[src/sv/hdc_pkg.sv]
// Package for the hashed direct-mapped entry cache.
// Holds the table size, hash constants and the item, result and slot types.
// No dependencies.
`timescale 1ns / 1ps

package hdc_pkg;

  // Table geometry. The index is the hash masked with ENTRIES-1.
  localparam int unsigned ENTRIES = 512;
  localparam int unsigned IDX_W = (ENTRIES > 1) ? $clog2(ENTRIES) : 1;
  localparam logic [IDX_W-1:0] IDX_MASK = IDX_W'(ENTRIES - 1);
  localparam logic [IDX_W-1:0] IDX_LAST = IDX_W'(ENTRIES - 1);

  // Finalizer multipliers of the 32-bit mix.
  localparam logic [31:0] MIX_C1 = 32'h85eb_ca6b;
  localparam logic [31:0] MIX_C2 = 32'hc2b2_ae35;

  // Command codes.
  localparam logic CMD_LOOKUP = 1'b0;
  localparam logic CMD_INSERT = 1'b1;

  // One input item.
  typedef struct packed {
    logic        command;
    logic [31:0] key;
    logic [15:0] entry_kind;
    logic [15:0] entry_flags;
    logic [31:0] target_type;
    logic [31:0] property_code;
    logic [63:0] data_low;
    logic [63:0] data_high;
  } item_t;

  // One result item.
  typedef struct packed {
    logic        hit;
    logic [15:0] found_kind;
    logic [15:0] found_flags;
    logic [31:0] found_target_type;
    logic [31:0] found_property;
    logic [63:0] found_data_low;
    logic [63:0] found_data_high;
    logic [31:0] stamp;
    logic [63:0] hits_total;
    logic [63:0] misses_total;
  } result_t;

  // One stored slot.
  typedef struct packed {
    logic [31:0] key;
    logic [15:0] kind;
    logic [15:0] flags;
    logic [31:0] target_type;
    logic [31:0] property_code;
    logic [63:0] data_low;
    logic [63:0] data_high;
  } slot_t;

  // Contents of an empty slot: all-ones key, zero payload.
  localparam slot_t SLOT_EMPTY = '{
    key:           32'hffff_ffff,
    kind:          16'h0,
    flags:         16'h0,
    target_type:   32'h0,
    property_code: 32'h0,
    data_low:      64'h0,
    data_high:     64'h0
  };

endpackage

[src/sv/hdc_hash.sv]
// Two-stage pipelined 32-bit finalizer mix that produces the slot index.
// Depends on hdc_pkg for the multipliers and index width.
`timescale 1ns / 1ps

module hdc_hash
  import hdc_pkg::*;
(
  input  logic             clk,
  input  logic [31:0]      key_in,
  output logic [IDX_W-1:0] index_out
);

  logic [31:0] fold0;
  logic [31:0] fold1;
  logic [31:0] fold2;
  logic [31:0] mul1_r;
  logic [31:0] mul2_r;

  // First fold and multiply, registered.
  assign fold0 = key_in ^ (key_in >> 16);

  always_ff @(posedge clk) begin
    mul1_r <= fold0 * MIX_C1;
  end

  // Second fold and multiply, registered.
  assign fold1 = mul1_r ^ (mul1_r >> 13);

  always_ff @(posedge clk) begin
    mul2_r <= fold1 * MIX_C2;
  end

  // Last fold, then mask down to the table.
  assign fold2     = mul2_r ^ (mul2_r >> 16);
  assign index_out = fold2[IDX_W-1:0] & IDX_MASK;

endmodule

[config.mk]
export PLATFORM = sky130hd
export DESIGN_NAME = hdc_hash
export DESIGN_NICKNAME = d
export VERILOG_FILES = /design/src/sv/hdc_pkg.sv /design/src/sv/hdc_hash.sv
export SDC_FILE = /design/constraint.sdc
export NUM_CORES = 1
export LEC_CHECK = 0
export BUFFER_PORTS_ARGS = -buffer_cell sky130_fd_sc_hd__buf_2
export CAP_MARGIN = 5
export CORE_MARGIN = 3
export CORE_UTILIZATION = 60
export DETAILED_ROUTE_END_ITERATION = 12
export PLACE_DENSITY = 0.8
export SLEW_MARGIN = 20
export SYNTH_ARGS = -nofsm -noshare
export SYNTH_HDL_FRONTEND = slang
export SYNTH_SLANG_ARGS = --single-unit
[constraint.sdc]
create_clock -name clk -period 6.1 [get_ports clk]
set_input_delay 0.61 -clock clk [delete_from_list [all_inputs] [get_ports clk]]
set_output_delay 0.61 -clock clk [all_outputs]
set_load 0.05 [all_outputs]
==> results of run 1 <==
## cell usage after synthesis, types with 2 or more instances
cell type,instances,area (um^2)
o211a_1,2,20.0
and2_1,2,12.5
nand2b_1,8,50.1
inv_1,392,1470
fa_1,311,6230
o31ai_1,2,15.0
o21a_1,2,15.0
a21oi_1,34,170
o21ai_0,20,100
a21boi_0,3,22.5
o22ai_1,2,12.5
a211o_1,2,17.5
nor4_1,3,18.8
nor3_1,8,40.0
ha_1,313,3920
and3_1,5,31.3
a21o_1,13,97.6
nand4_1,2,12.5
a211oi_1,3,22.5
o211ai_1,5,37.5
nor2_1,28,105
nor2b_1,6,37.5
a21o_2,2,17.5
or2_2,6,37.5
dfxtp_1,50,1000
xor2_1,51,447
xnor2_1,82,718
a2111oi_0,2,17.5
nand2_1,9,33.8
o21bai_1,4,30.0
nand3_1,9,45.0
## logic make-up after synthesis
| group | Yosys count |
|---|---|
| xor gates and xnor gates | 136 |
| and+or+nand+nor | 92 |
| buffers and inverters | 393 |
| AOI/OAI and AO/OA | 110 |
| DFF | 50 |
| adders and majority gates | 624 |
## layout by cell type (no fill, tap or decap), types with 8 or more instances in the layout
master	Yosys	routed
buf_2	0	23
a21oi_2	0	11
fa_1	311	294
nand2b_1	8	8
ha_4	0	38
dfxtp_1	50	42
xnor2_1	82	71
ha_1	313	271
o21ai_0	20	15
xor2_4	0	8
dfxtp_2	0	8
xnor2_4	0	8
fa_2	0	17
a21oi_1	34	23
buf_6	0	30
inv_1	392	365
buf_4	0	225
xor2_1	51	36
inv_2	0	21
nor2_1	28	26
a21o_1	13	13
## sequential cells by signal, indices dropped and copies added (netlist names)
signal	flops
mul2_r	18
mul1_r	32
## layer usage
layer,routed length [um],track usage [%],vias to the layer above
li1,-,-,4933
met3,4860,7.95,364
met4,5170,19.9,0
met2,24600,60.1,789
met1,16700,38.4,5934
met5,0,0,-
## critical path, delay by kind of cell
| kind | cells | cell delay (ns) |
|---|---|---|
| AO/OA/AOI/OAI | 4 | 0.83 |
| XOR/XNOR | 1 | 0.27 |
| adder cells (fa/ha/maj) | 9 | 4.72 |
| buffers and inverters | 6 | 0.60 |
## final timing paths
| kind | startpoint | endpoint | slack (ns) | cells after the start |
|---|---|---|---|---|
| worst min register to register | mul1_r[1]$_DFF_P_ | mul2_r[1]$_DFF_P_ | 0.62 | 2 |
| worst min-delay path | mul1_r[1]$_DFF_P_ | mul2_r[1]$_DFF_P_ | 0.62 | 2 |
| worst max register to register | mul1_r[22]$_DFF_P_ | mul2_r[23]$_DFF_P_ | 0.04 | 18 |
| worst max-delay path | key_in[26] | mul1_r[28]$_DFF_P_ | -0.75 | 20 |
## per-stage QoR
stage	hold WS, ns	TNS (ns)	instance area (um^2)	setup WS [ns]
2_1_floorplan	0.524	-0.0647	15400	-0.0625
3_3_place_gp	0.603	-3.30	17500	-0.392
3_5_place_dp	0.603	-5.64	17500	-0.549
4_1_cts	0.613	-0.240	18400	-0.0917
5_1_grt	0.631	-5.65	19000	-0.833
6_report	0.622	-4.56	19000	-0.751
## area by class of cell
type                            count  area, um^2
Clock buffer                        6         139
Clock inverter                      2        16.3
Fill cell                        1347        5530
Inverter                          392        1490
Multi-Input combinational cell    962       13700
Sequential cell                    50        1010
Tap cell                          324         405
Timing Repair Buffer              285        2270
## repair_timing
item                                    in CTS  in global routing
endpoints found under the setup margin      15                 16
pin swaps                                   90                 67
hold buffers                                 0                  0
hold endpoints to repair                     0                  0
setup buffers                               27                 23
gates resized for setup                    103                 98
==> impl_results.md, run 1 <==
* Remaining Overflow, GRT at 0
* Crit-path max FO at 5
* Clock Path Buffers at 2
* XOR/XNOR share of the synthesized area at 8.19%
* Crit end category: flop
* Max Slew Vio Count at 0
* Routed wire per std cell at 25.4 um
* DRC viols at 0
* RSZ-0062 raised after global routing: yes
* Die area at 27,100 um^2
* Clock latency on the worst-skew pair at 0.29 ns
* Yosys reg bits at 50
* IO buf count at 41
* Clk_skew at 0.00569 ns
* Final Cycle Share at 112%
* Cells after synthesis at 1,405
* TritonRoute pass-1 iters at 5
* Async set-or-reset flop fraction in the synthesized netlist at 0%
* Seq/Total Area, Yosys at 6.64%
* Failing checks: setup timing
* Fin cells at 2,021
* Synth Area in Adders at 67.2%
* Crit start category: input pin
* Worst Hold Class: flop to flop
* TritonCTS buffer count at 5
* Max Fclk at 146 MHz
* Layout overhead on the synthesized area at 26.0%
* Clock Sink Count at 50
* Max_slew headroom at 61.3%
* CTS root buffer: clkbuf_16
* Vias at 12,000
* Cells along the critical path: buf_2 > xor2_4 > inv_2 > fa_1 > inv_1 > fa_1 > fa_1 > inv_1 > fa_1 > inv_1 > fa_1 > fa_1 > fa_1 > fa_1 > ha_4 > buf_4 > o211ai_1 > a21boi_2 > o21ai_1 > a211oi_1
* I/O pins at 42
* CP peak stage delay at 0.68 ns
* First-pass GRT wire length at 69,700 um
* Placed insts at 1,965
* Fraction of layout instances using a drive strength above 1 at 26.9%
* Synth unique cells at 55
* Die H at 165 um
* CTS H-tree lvls at 2
* Synthesis warning total at 0
* CP Class: input pin to flop
* Via/cell ratio at 5.95
* Main combinational cell family by area after synthesis: adder cells
* # Max-Cap Violations at 0
* Final Util at 77.5%
* Post-Synth Simple-Gate Area at 3.18%
* Syn_area_per_cell at 10.7 um^2
* Vias in the first global route at 13,100
* CTS tree: built
* Crit path DAT at 7.06 ns
* DIE WIDTH at 165 um
* Antenna Cells at 0
* Detailed placement HPWL at 35,800 um
* Final Worst Setup Slack at -0.751 ns
* # rows at 57
* Gpl congestion at 1.03
* Final Critical Period at 6.85 ns
* Total GRT Usage at 34.4%
* Synth Flop Type: dfxtp_1
* Final hold violations at 0
* Cell repeated most along the worst path: fa_1
* DRT Wirelength at 51,300 um
* Critical Path RT at 6.31 ns
* Mapped Nets at 2,062
* Iter 0 DRT Violations at 978
* Worst Max-Slew Pin Slew at 0.578 ns
* Final setup fails at 10
* Nets at 2,353
* Initial Utilization at 61.5%
* Largest net degree at the start of global routing at 17
* Antenna-violating nets left at 0
* Post-synth EDFFs at 0
* Status: finished with violations
* Mapped Area at 15,100 um^2
* Worst-path clk slew at 0.07 ns
* Mux contribution to synthesized area at 0%
* Compound-cell area share of the yosys netlist at 4.98%
* Core box area at 24,500 um^2
* Initial antenna violation count at 0
* Worst path slowest cell: fa_1
Power of run 1 is not shown: default switching activity piles up to over one toggle a cycle in this logic, so the estimate is an artifact.
==> run 2, diff against run 1 <==
CORE_ASPECT_RATIO = 2   (was default)
RECOVER_POWER = 100   (was default)
==> run 2 against run 1 <==
  * The run now fails in 5_1_grt
  * Synthesized cell count unchanged
  * Area after synthesis stayed put
==> impl_results.md, run 2 <==
* Detailed placement HPWL at 43,300 um (+21%)
* Mux contribution to synthesized area at 0% (unchanged)
* Seq/Total Area, Yosys at 6.64% (unchanged)
* Initial Utilization at 61.3% (-0.23 points)
* CTS root buffer: clkbuf_16
* Most frequent cells after synthesis: inv_1 (392), ha_1 (313), fa_1 (311), xnor2_1 (82), xor2_1 (51)
* Clock Sink Count at 50 (unchanged)
* WEP type: register input
* DIE WIDTH at 118 um (-28%)
* Pre-CTS WS at -0.597 ns (-0.0488 ns)
* Yosys reg bits at 50 (unchanged)
* Post-Synth Simple-Gate Area at 3.18% (unchanged)
* I/O pins at 42 (unchanged)
* Main combinational cell family by area after synthesis: adder cells
* Largest net degree at the start of global routing at 17
* Die H at 230 um (+40%)
* Mapped Area at 15,100 um^2 (unchanged)
* Cells after synthesis at 1,405 (unchanged)
* Gpl congestion at 1.10 (+7.5%)
* Synth area leaders: fa_1 (41%), ha_1 (26%), inv_1 (9.8%)
* Largest area contributor in the netlist: fa_1
* Synthesis warning total at 0 (unchanged)
* Status: did not finish
* Worst setup endpoint GRT: mul1_r[31]$_DFF_P_/D
* Placed insts at 1,997 (+1.6%)
* Count leader, synth: inv_1
* Tool error: [ERROR GRT-0232] Routing congestion too high. Check the congestion heatmap in the GUI.
* Synth Area in Adders at 67.2% (unchanged)
* Synth unique cells at 55 (unchanged)
* Synth top area share at 41.3% (unchanged)
* Async set-or-reset flop fraction in the synthesized netlist at 0% (unchanged)
* Compound-cell area share of the yosys netlist at 4.98% (unchanged)
* Last flow stage reached: 5_1_grt
* IO buf count at 41 (unchanged)
* Total GRT Usage at 44.2%
* TritonCTS buffer count at 5 (unchanged)
* Mapped Nets at 2,062 (unchanged)
* Syn_area_per_cell at 10.7 um^2 (unchanged)
* Remaining Overflow, GRT at 5
* XOR/XNOR share of the synthesized area at 8.19% (unchanged)
* Clock Path Buffers at 2 (unchanged)
* # rows at 81 (+42%)
* CTS H-tree lvls at 2 (unchanged)
* Post-synth EDFFs at 0 (unchanged)
* Synth Flop Type: dfxtp_1
run 2: what timing repair did:
item                       in CTS
setup endpoints to repair      12
gates cloned                    0
buffers inserted               32
pin swaps                     106
hold endpoints to repair        0
hold buffers                    0
gates resized for setup       127
run 2: logic make-up after synthesis:
logic type / Yosys count
adder cells (fa/ha/maj): 624
buffers and inverters: 393
XOR/XNOR: 136
AO/OA/AOI/OAI: 110
AND/OR/NAND/NOR: 92
flip-flops: 50
run 2: routing by layer:
layer  track usage (%)  overflow
met1              33.3         0
met2              73.8         1
met4              55.2         4
met3              18.3         0
met5              1.47         0
run 2: metrics by stage:
stage	TNS [ns]	util, %	hold WS [ns]	cell area (um^2)
CTS	-0.275	76.1	0.649	18700
detailed placement	-5.65	72.0	0.634	17700
global placement	-4.52	72.0	0.617	17700
floorplan	-0.0647	-	0.524	15400
==> run 3, diff against run 2 <==
CORE_ASPECT_RATIO = default   (was 2)
CORE_UTILIZATION = 40   (was 60)
PLACE_DENSITY = default   (was 0.8)
PLACE_DENSITY_LB_ADDON = 0.15   (was default)
clock period = 7.9 ns   (was 6.1 ns; I/O delays follow)
==> run 3 against run 2 <==
  * The flow now finishes without violations
==> impl_results.md, run 3 (synthesized netlist as in run 1, its figures left out) <==
* Status: finished, final reports clean
* Antenna-violating nets left at 0
* Crit path DAT at 7.58 ns
* DIE WIDTH at 200 um (+69%)
* WHS Path Cells at 1
* Most common cell after layout, fill and taps aside: inv_1
* Commonest cells after routing, fill and taps aside: inv_1 (392), ha_1 (313), fa_1 (311), xnor2_1 (82), xor2_1 (51)
* TritonCTS buffer count at 5 (unchanged)
* Final Cycle Share at 93.4%
* First-pass GRT wire length at 60,400 um
* CTS root buffer: clkbuf_16
* Critical Path RT at 8.10 ns
* Nets at 2,133
* Layout overhead on the synthesized area at 7.47%
* Remaining Overflow, GRT at 0
* CTS tree: built
* # rows at 70 (-14%)
* Clk_skew at 0.00778 ns
* Iter 0 DRT Violations at 362
* # Max-Cap Violations at 0
* Met1 Track Usage GR at 25.6%
* Hold path endpoint: mul2_r[1]$_DFF_P_
* Worst Max-Slew Pin Slew at 1.06 ns
* PostCTS Resize Cnt at 0 (-100%)
* Detailed placement HPWL at 35,600 um (-18%)
* Hold Startpoint: mul1_r[1]$_DFF_P_
* TritonRoute pass-1 iters at 6
* Critical Path Start: key_in[23]
* Vias in the first global route at 10,600
* Max reg flops at 32
* Setup TNS at 0 ns
* R2r endpoint: mul2_r[23]$_DFF_P_
* Grt met2 use at 33.8%
* Met3 GRT Util at 2.03%
* Biggest regs: mul1_r (32), mul2_r (18)
* Clock Path Buffers at 2 (unchanged)
* Final setup fails at 0
* Post CTS Setup Buffer Count at 0 (-100%)
* Initial antenna violation count at 0
* Vias at 9,380
* Max Slew Vio Count at 0
* CP Class: input pin to flop
* Reg2reg start: mul1_r[15]$_DFF_P_
* Crit end category: flop
* Worst R2R Setup Slack at 1.02 ns
* Worst-path clk slew at 0.07 ns
* I/O pins at 42 (unchanged)
* Largest net degree at the start of global routing at 19
* Hold buffers post-CTS at 0 (unchanged)
* CTS H-tree lvls at 2 (unchanged)
* Final Critical Period at 7.38 ns
* RSZ-0062 raised after global routing: no
* Routed wire per std cell at 19.3 um
* Crit start category: input pin
* Reg with most FFs: mul1_r
* Clock Sink Count at 50 (unchanged)
* Crit-path max FO at 6
* Fraction of layout instances using a drive strength above 1 at 4.94%
* Worst-case reg-to-reg path depth at 18
* Clock latency on the worst-skew pair at 0.30 ns
* GR peak layer: met2
* IO buf count at 41 (unchanged)
* Antenna Cells at 0
* Gpl congestion at 0.903 (-18%)
* Worst Hold Class: flop to flop
* Die area at 40,100 um^2
* DRT Wirelength at 38,300 um
* Final hold violations at 0
* Max Fclk at 136 MHz
* Core box area at 36,900 um^2
* Via/cell ratio at 4.73
* Max_slew headroom at 29.5%
* Total GRT Usage at 19.7%
* Die H at 200 um (-13%)
* Initial Utilization at 40.9% (-20 points)
* DRC viols at 0
==> run 3: worst max path at each step <==
| stage | to | slack [ns] | depth (start not counted) |
|---|---|---|---|
| CTS | mul1_r[28]$_DFF_P_ | 0.50 | 22 |
| global placement | mul1_r[28]$_DFF_P_ | 0.27 | 22 |
| floorplan | mul1_r[31]$_DFF_P_ | 1.07 | 21 |
| finish | mul1_r[28]$_DFF_P_ | 0.52 | 22 |
| detailed placement | mul1_r[28]$_DFF_P_ | 0.19 | 22 |
| global route | mul1_r[28]$_DFF_P_ | 0.11 | 22 |
==> run 3: layout make-up <==
type	instances	area, um^2
Fill cell	3578	20700
Multi-Input combinational cell	962	12600
Inverter	392	1470
Sequential cell	50	1000
Tap cell	504	631
Timing Repair Buffer	65	358
Clock buffer	5	125
Clock inverter	3	28.8
==> run 3: layer usage <==
| layer | routed length, um | part of all wire, % | vias to the layer above |
|---|---|---|---|
| met5 | 0 | 0 | - |
| met3 | 1260 | 3.3 | 56 |
| li1 | - | - | 4503 |
| met2 | 18500 | 48 | 177 |
| met1 | 16800 | 44 | 4644 |
| met4 | 1780 | 4.6 | 0 |
==> run 3: worst max-delay path, stage by stage <==
cell and delay (ns):
buf_2 0.17, xnor2_1 0.48, inv_1 0.31, xnor2_1 0.28, ha_1 0.21, or2_2 0.32
fa_1 0.45, fa_1 0.52, inv_1 0.06, fa_1 0.48, fa_1 0.55, inv_1 0.05
fa_1 0.45, fa_1 0.51, fa_1 0.41, ha_1 0.34, nand4_1 0.19, nor2_1 0.17
o211ai_1 0.18, a21boi_0 0.25, o21ai_0 0.11, a211oi_1 0.28
==> run 3: per-stage QoR <==
step	cell area (um^2)	utilization [%]	worst slack (ns)	instances	hold WS, ns
after detailed placement	16100	43.7	0.187	1973	0.610
after global routing	16200	44.0	0.112	1981	0.653
final	16200	44.0	0.524	1981	0.626
after global placement	16100	43.7	0.266	1973	0.607
after CTS	16300	44.1	0.497	1981	0.631
after floorplan	15100	-	1.07	1405	0.524
Power of run 3 is left out for the same reason.
==> run 4, diff against run 3 <==
ABC_AREA = 1   (was default)
BUFFER_PORTS_ARGS = -buffer_cell sky130_fd_sc_hd__buf_4   (was -buffer_cell sky130_fd_sc_hd__buf_2)
SETUP_SLACK_MARGIN = 0.4   (was default)
==> run 4 against run 3 <==
  * Critical path depth shrank 1
  * Die area grew 6.0%
  * Synthesized cell count grew 21%
  * Count of clock-buffer cells in the layout is the same
  * Via count grew 18%
  * Maximum frequency grew 0.44%
  * Clock skew shrank 0.0013 ns
  * Non-clock buffer count shrank 11
  * Cell area grew 5.6%
  * Utilization shrank 0.16 points
  * Setup slack gained 0.032 ns
  * Cell count grew 15%
  * Largest cell class unchanged
==> impl_results.md, run 4 <==
* Synth area leaders: fa_1 (39%), ha_1 (24%), inv_1 (11%)
* Main combinational cell family by area after synthesis: adder cells
* Post-Synth Simple-Gate Area at 9.27% (+6.1 points)
* Clk_skew at 0.00647 ns (-0.00131 ns)
* Final Critical Period at 7.34 ns (-0.0320 ns)
* Detailed placement HPWL at 41,100 um (+15%)
* Worst R2R Setup Slack at 1.66 ns (+0.64 ns)
* Iter 0 DRT Violations at 467 (+29%)
* Commonest cells after routing, fill and taps aside: inv_1 (465), ha_1 (313), fa_1 (311), nand2_1 (209), xor2_1 (69)
* Placed cell area at 17,100 um^2 (+6.0%)
* Largest net degree at the start of global routing at 19 (unchanged)
* Mapped Area at 16,000 um^2 (+6.2%)
* Mux contribution to synthesized area at 0% (unchanged)
* Core box area at 39,100 um^2 (+6.0%)
* Cells after synthesis at 1,706 (+21%)
* First-pass GRT wire length at 71,200 um (+18%)
* Initial Utilization at 41.0% (+0.047 points)
* Post CTS Setup Buffer Count at 0 (unchanged)
* CP Class: input pin to flop
* # Max-Cap Violations at 0 (unchanged)
* Yosys reg bits at 50 (unchanged)
* Synthesis warning total at 0 (unchanged)
* Setup TNS at 0 ns (unchanged)
* Max Slew Vio Count at 0 (unchanged)
* Reg with most FFs: mul1_r
* Worst Hold Class: flop to flop
* Largest area contributor in the netlist: fa_1
* Fraction of layout instances using a drive strength above 1 at 4.47% (-0.47 points)
* Final Instance Area at 17,100 um^2 (+5.6%)
* CTS root buffer: clkbuf_16
* Initial antenna violation count at 0 (unchanged)
* Synth unique cells at 40 (-27%)
* DRT Wirelength at 44,800 um (+17%)
* Via/cell ratio at 4.83 (+2.0%)
* Die H at 206 um (+2.9%)
* Worst-path clk slew at 0.08 ns (about the same)
* IO buf count at 41 (unchanged)
* Final Cycle Share at 93.0% (-0.41 points)
* CTS H-tree lvls at 2 (unchanged)
* Status: finished, final reports clean
* Crit start category: input pin
* Biggest regs: mul1_r (32), mul2_r (18)
* Final hold violations at 0 (unchanged)
* Synth Area in Adders at 63.3% (-3.9 points)
* XOR/XNOR share of the synthesized area at 6.13% (-2.1 points)
* Seq/Total Area, Yosys at 6.25% (-0.38 points)
* Max Fclk at 136 MHz (+0.44%)
* TritonRoute pass-1 iters at 5 (-1)
* Post-synth EDFFs at 0 (unchanged)
* Max_slew headroom at 30.0% (+0.48 points)
* Hold_ws at 0.840 ns (+0.214 ns)
* Critical Path RT at 8.14 ns (+0.04 ns)
* CTS tree: built
* Clock Sink Count at 50 (unchanged)
* Compound-cell area share of the yosys netlist at 4.06% (-0.93 points)
* Hold buffers post-CTS at 0 (unchanged)
* Nets at 2,424 (+14%)
* Worst Max-Slew Pin Slew at 1.05 ns (-0.00715 ns)
* PostCTS Resize Cnt at 0 (unchanged)
* Total GRT Usage at 22.4% (+2.7 points)
* Max reg flops at 32 (unchanged)
* Syn_area_per_cell at 9.39 um^2 (-13%)
* DRC viols at 0 (unchanged)
* DIE WIDTH at 206 um (+2.9%)
* Synth top area share at 38.9% (-2.4 points)
* Crit-path max FO at 6 (unchanged)
* Vias in the first global route at 12,300 (+16%)
* Crit end category: flop
* Gpl congestion at 0.924 (+2.4%)
* RSZ-0062 raised after global routing: no
* Routed wire per std cell at 19.6 um (+1.4%)
* Crit path DAT at 7.58 ns (about the same)
* I/O pins at 42 (unchanged)
* Fin cells at 2,286 (+15%)
* Most frequent cells after synthesis: inv_1 (465), ha_1 (313), fa_1 (311), nand2_1 (209), xor2_1 (69)
* Remaining Overflow, GRT at 0 (unchanged)
* Most common cell after layout, fill and taps aside: inv_1
* Layout overhead on the synthesized area at 6.95%
* Async set-or-reset flop fraction in the synthesized netlist at 0% (unchanged)
* TritonCTS buffer count at 5 (unchanged)
* Count leader, synth: inv_1
* Final setup fails at 0 (unchanged)
* # rows at 72 (+2.9%)
* Clock latency on the worst-skew pair at 0.31 ns (about the same)
* Vias at 11,000 (+18%)
* Die area at 42,500 um^2 (+6.0%)
* Mapped Nets at 2,363 (+15%)
* Antenna Cells at 0 (unchanged)
* Clock Path Buffers at 2 (unchanged)
* Antenna-violating nets left at 0 (unchanged)
* Placed insts at 2,278 (+15%)
* Synth Flop Type: dfxtp_1
-- run 4: critical path, stage by stage --
cell and delay (ns):
clkbuf_1 0.44, xnor2_1 0.23, nor2_1 0.41, nor2_1 0.19, ha_1 0.23, or2_2 0.31
fa_1 0.47, fa_1 0.53, inv_1 0.07, fa_1 0.43, inv_1 0.09, fa_1 0.45
fa_1 0.57, fa_1 0.43, fa_1 0.45, ha_1 0.39, nand2_1 0.16, nor3_1 0.40
o21ai_0 0.18, nand3_1 0.17, xor2_1 0.16
-- run 4: final cells by class --
cell class / count / area, um^2
Fill cell: 3921 / 22000
Multi-Input combinational cell: 1188 / 13200
Inverter: 468 / 1760
Clock buffer: 5 / 125
Clock inverter: 3 / 28.8
Sequential cell: 50 / 1000
Tap cell: 518 / 648
Timing Repair Buffer: 54 / 353
-- run 4: final timing paths --
| kind | start | endpoint | cells after the start |
|---|---|---|---|
| max | key_in[23] | mul1_r[27]$_DFF_P_ | 21 |
| min | mul1_r[0]$_DFF_P_ | mul2_r[0]$_DFF_P_ | 2 |
| max reg2reg | mul1_r[23]$_DFF_P_ | mul2_r[24]$_DFF_P_ | 20 |
| min reg2reg | mul1_r[0]$_DFF_P_ | mul2_r[0]$_DFF_P_ | 2 |
-- run 4: cells by family (layout without fill, tap and decap cells) --
group | Yosys count | in the layout
and+or+nand+nor | 344 | 344
adders and majority gates | 624 | 624
AOI/OAI and AO/OA | 108 | 108
xor gates and xnor gates | 112 | 112
DFF | 50 | 50
buffers and inverters | 468 | 530
-- run 4: metrics by stage --
stage	util [%]	worst slack (ns)
detailed placement	43.7	0.594
finish	43.8	0.556
global placement	43.7	0.548
floorplan	-	1.25
global route	43.8	0.329
CTS	44.0	0.925
-- run 4: per-layer routing --
| metal | vias up | GRT usage (%) | share of wire, % | wire length (um) |
|---|---|---|---|---|
| li1 | 5313 | - | - | - |
| met1 | 5472 | 29.2 | 44 | 19600 |
| met5 | - | 0 | 0 | 0 |
| met4 | 0 | 6.01 | 2.8 | 1270 |
| met2 | 203 | 40.3 | 51 | 22700 |
| met3 | 56 | 1.48 | 2.8 | 1250 |
Power of run 4 is left out for the same reason.
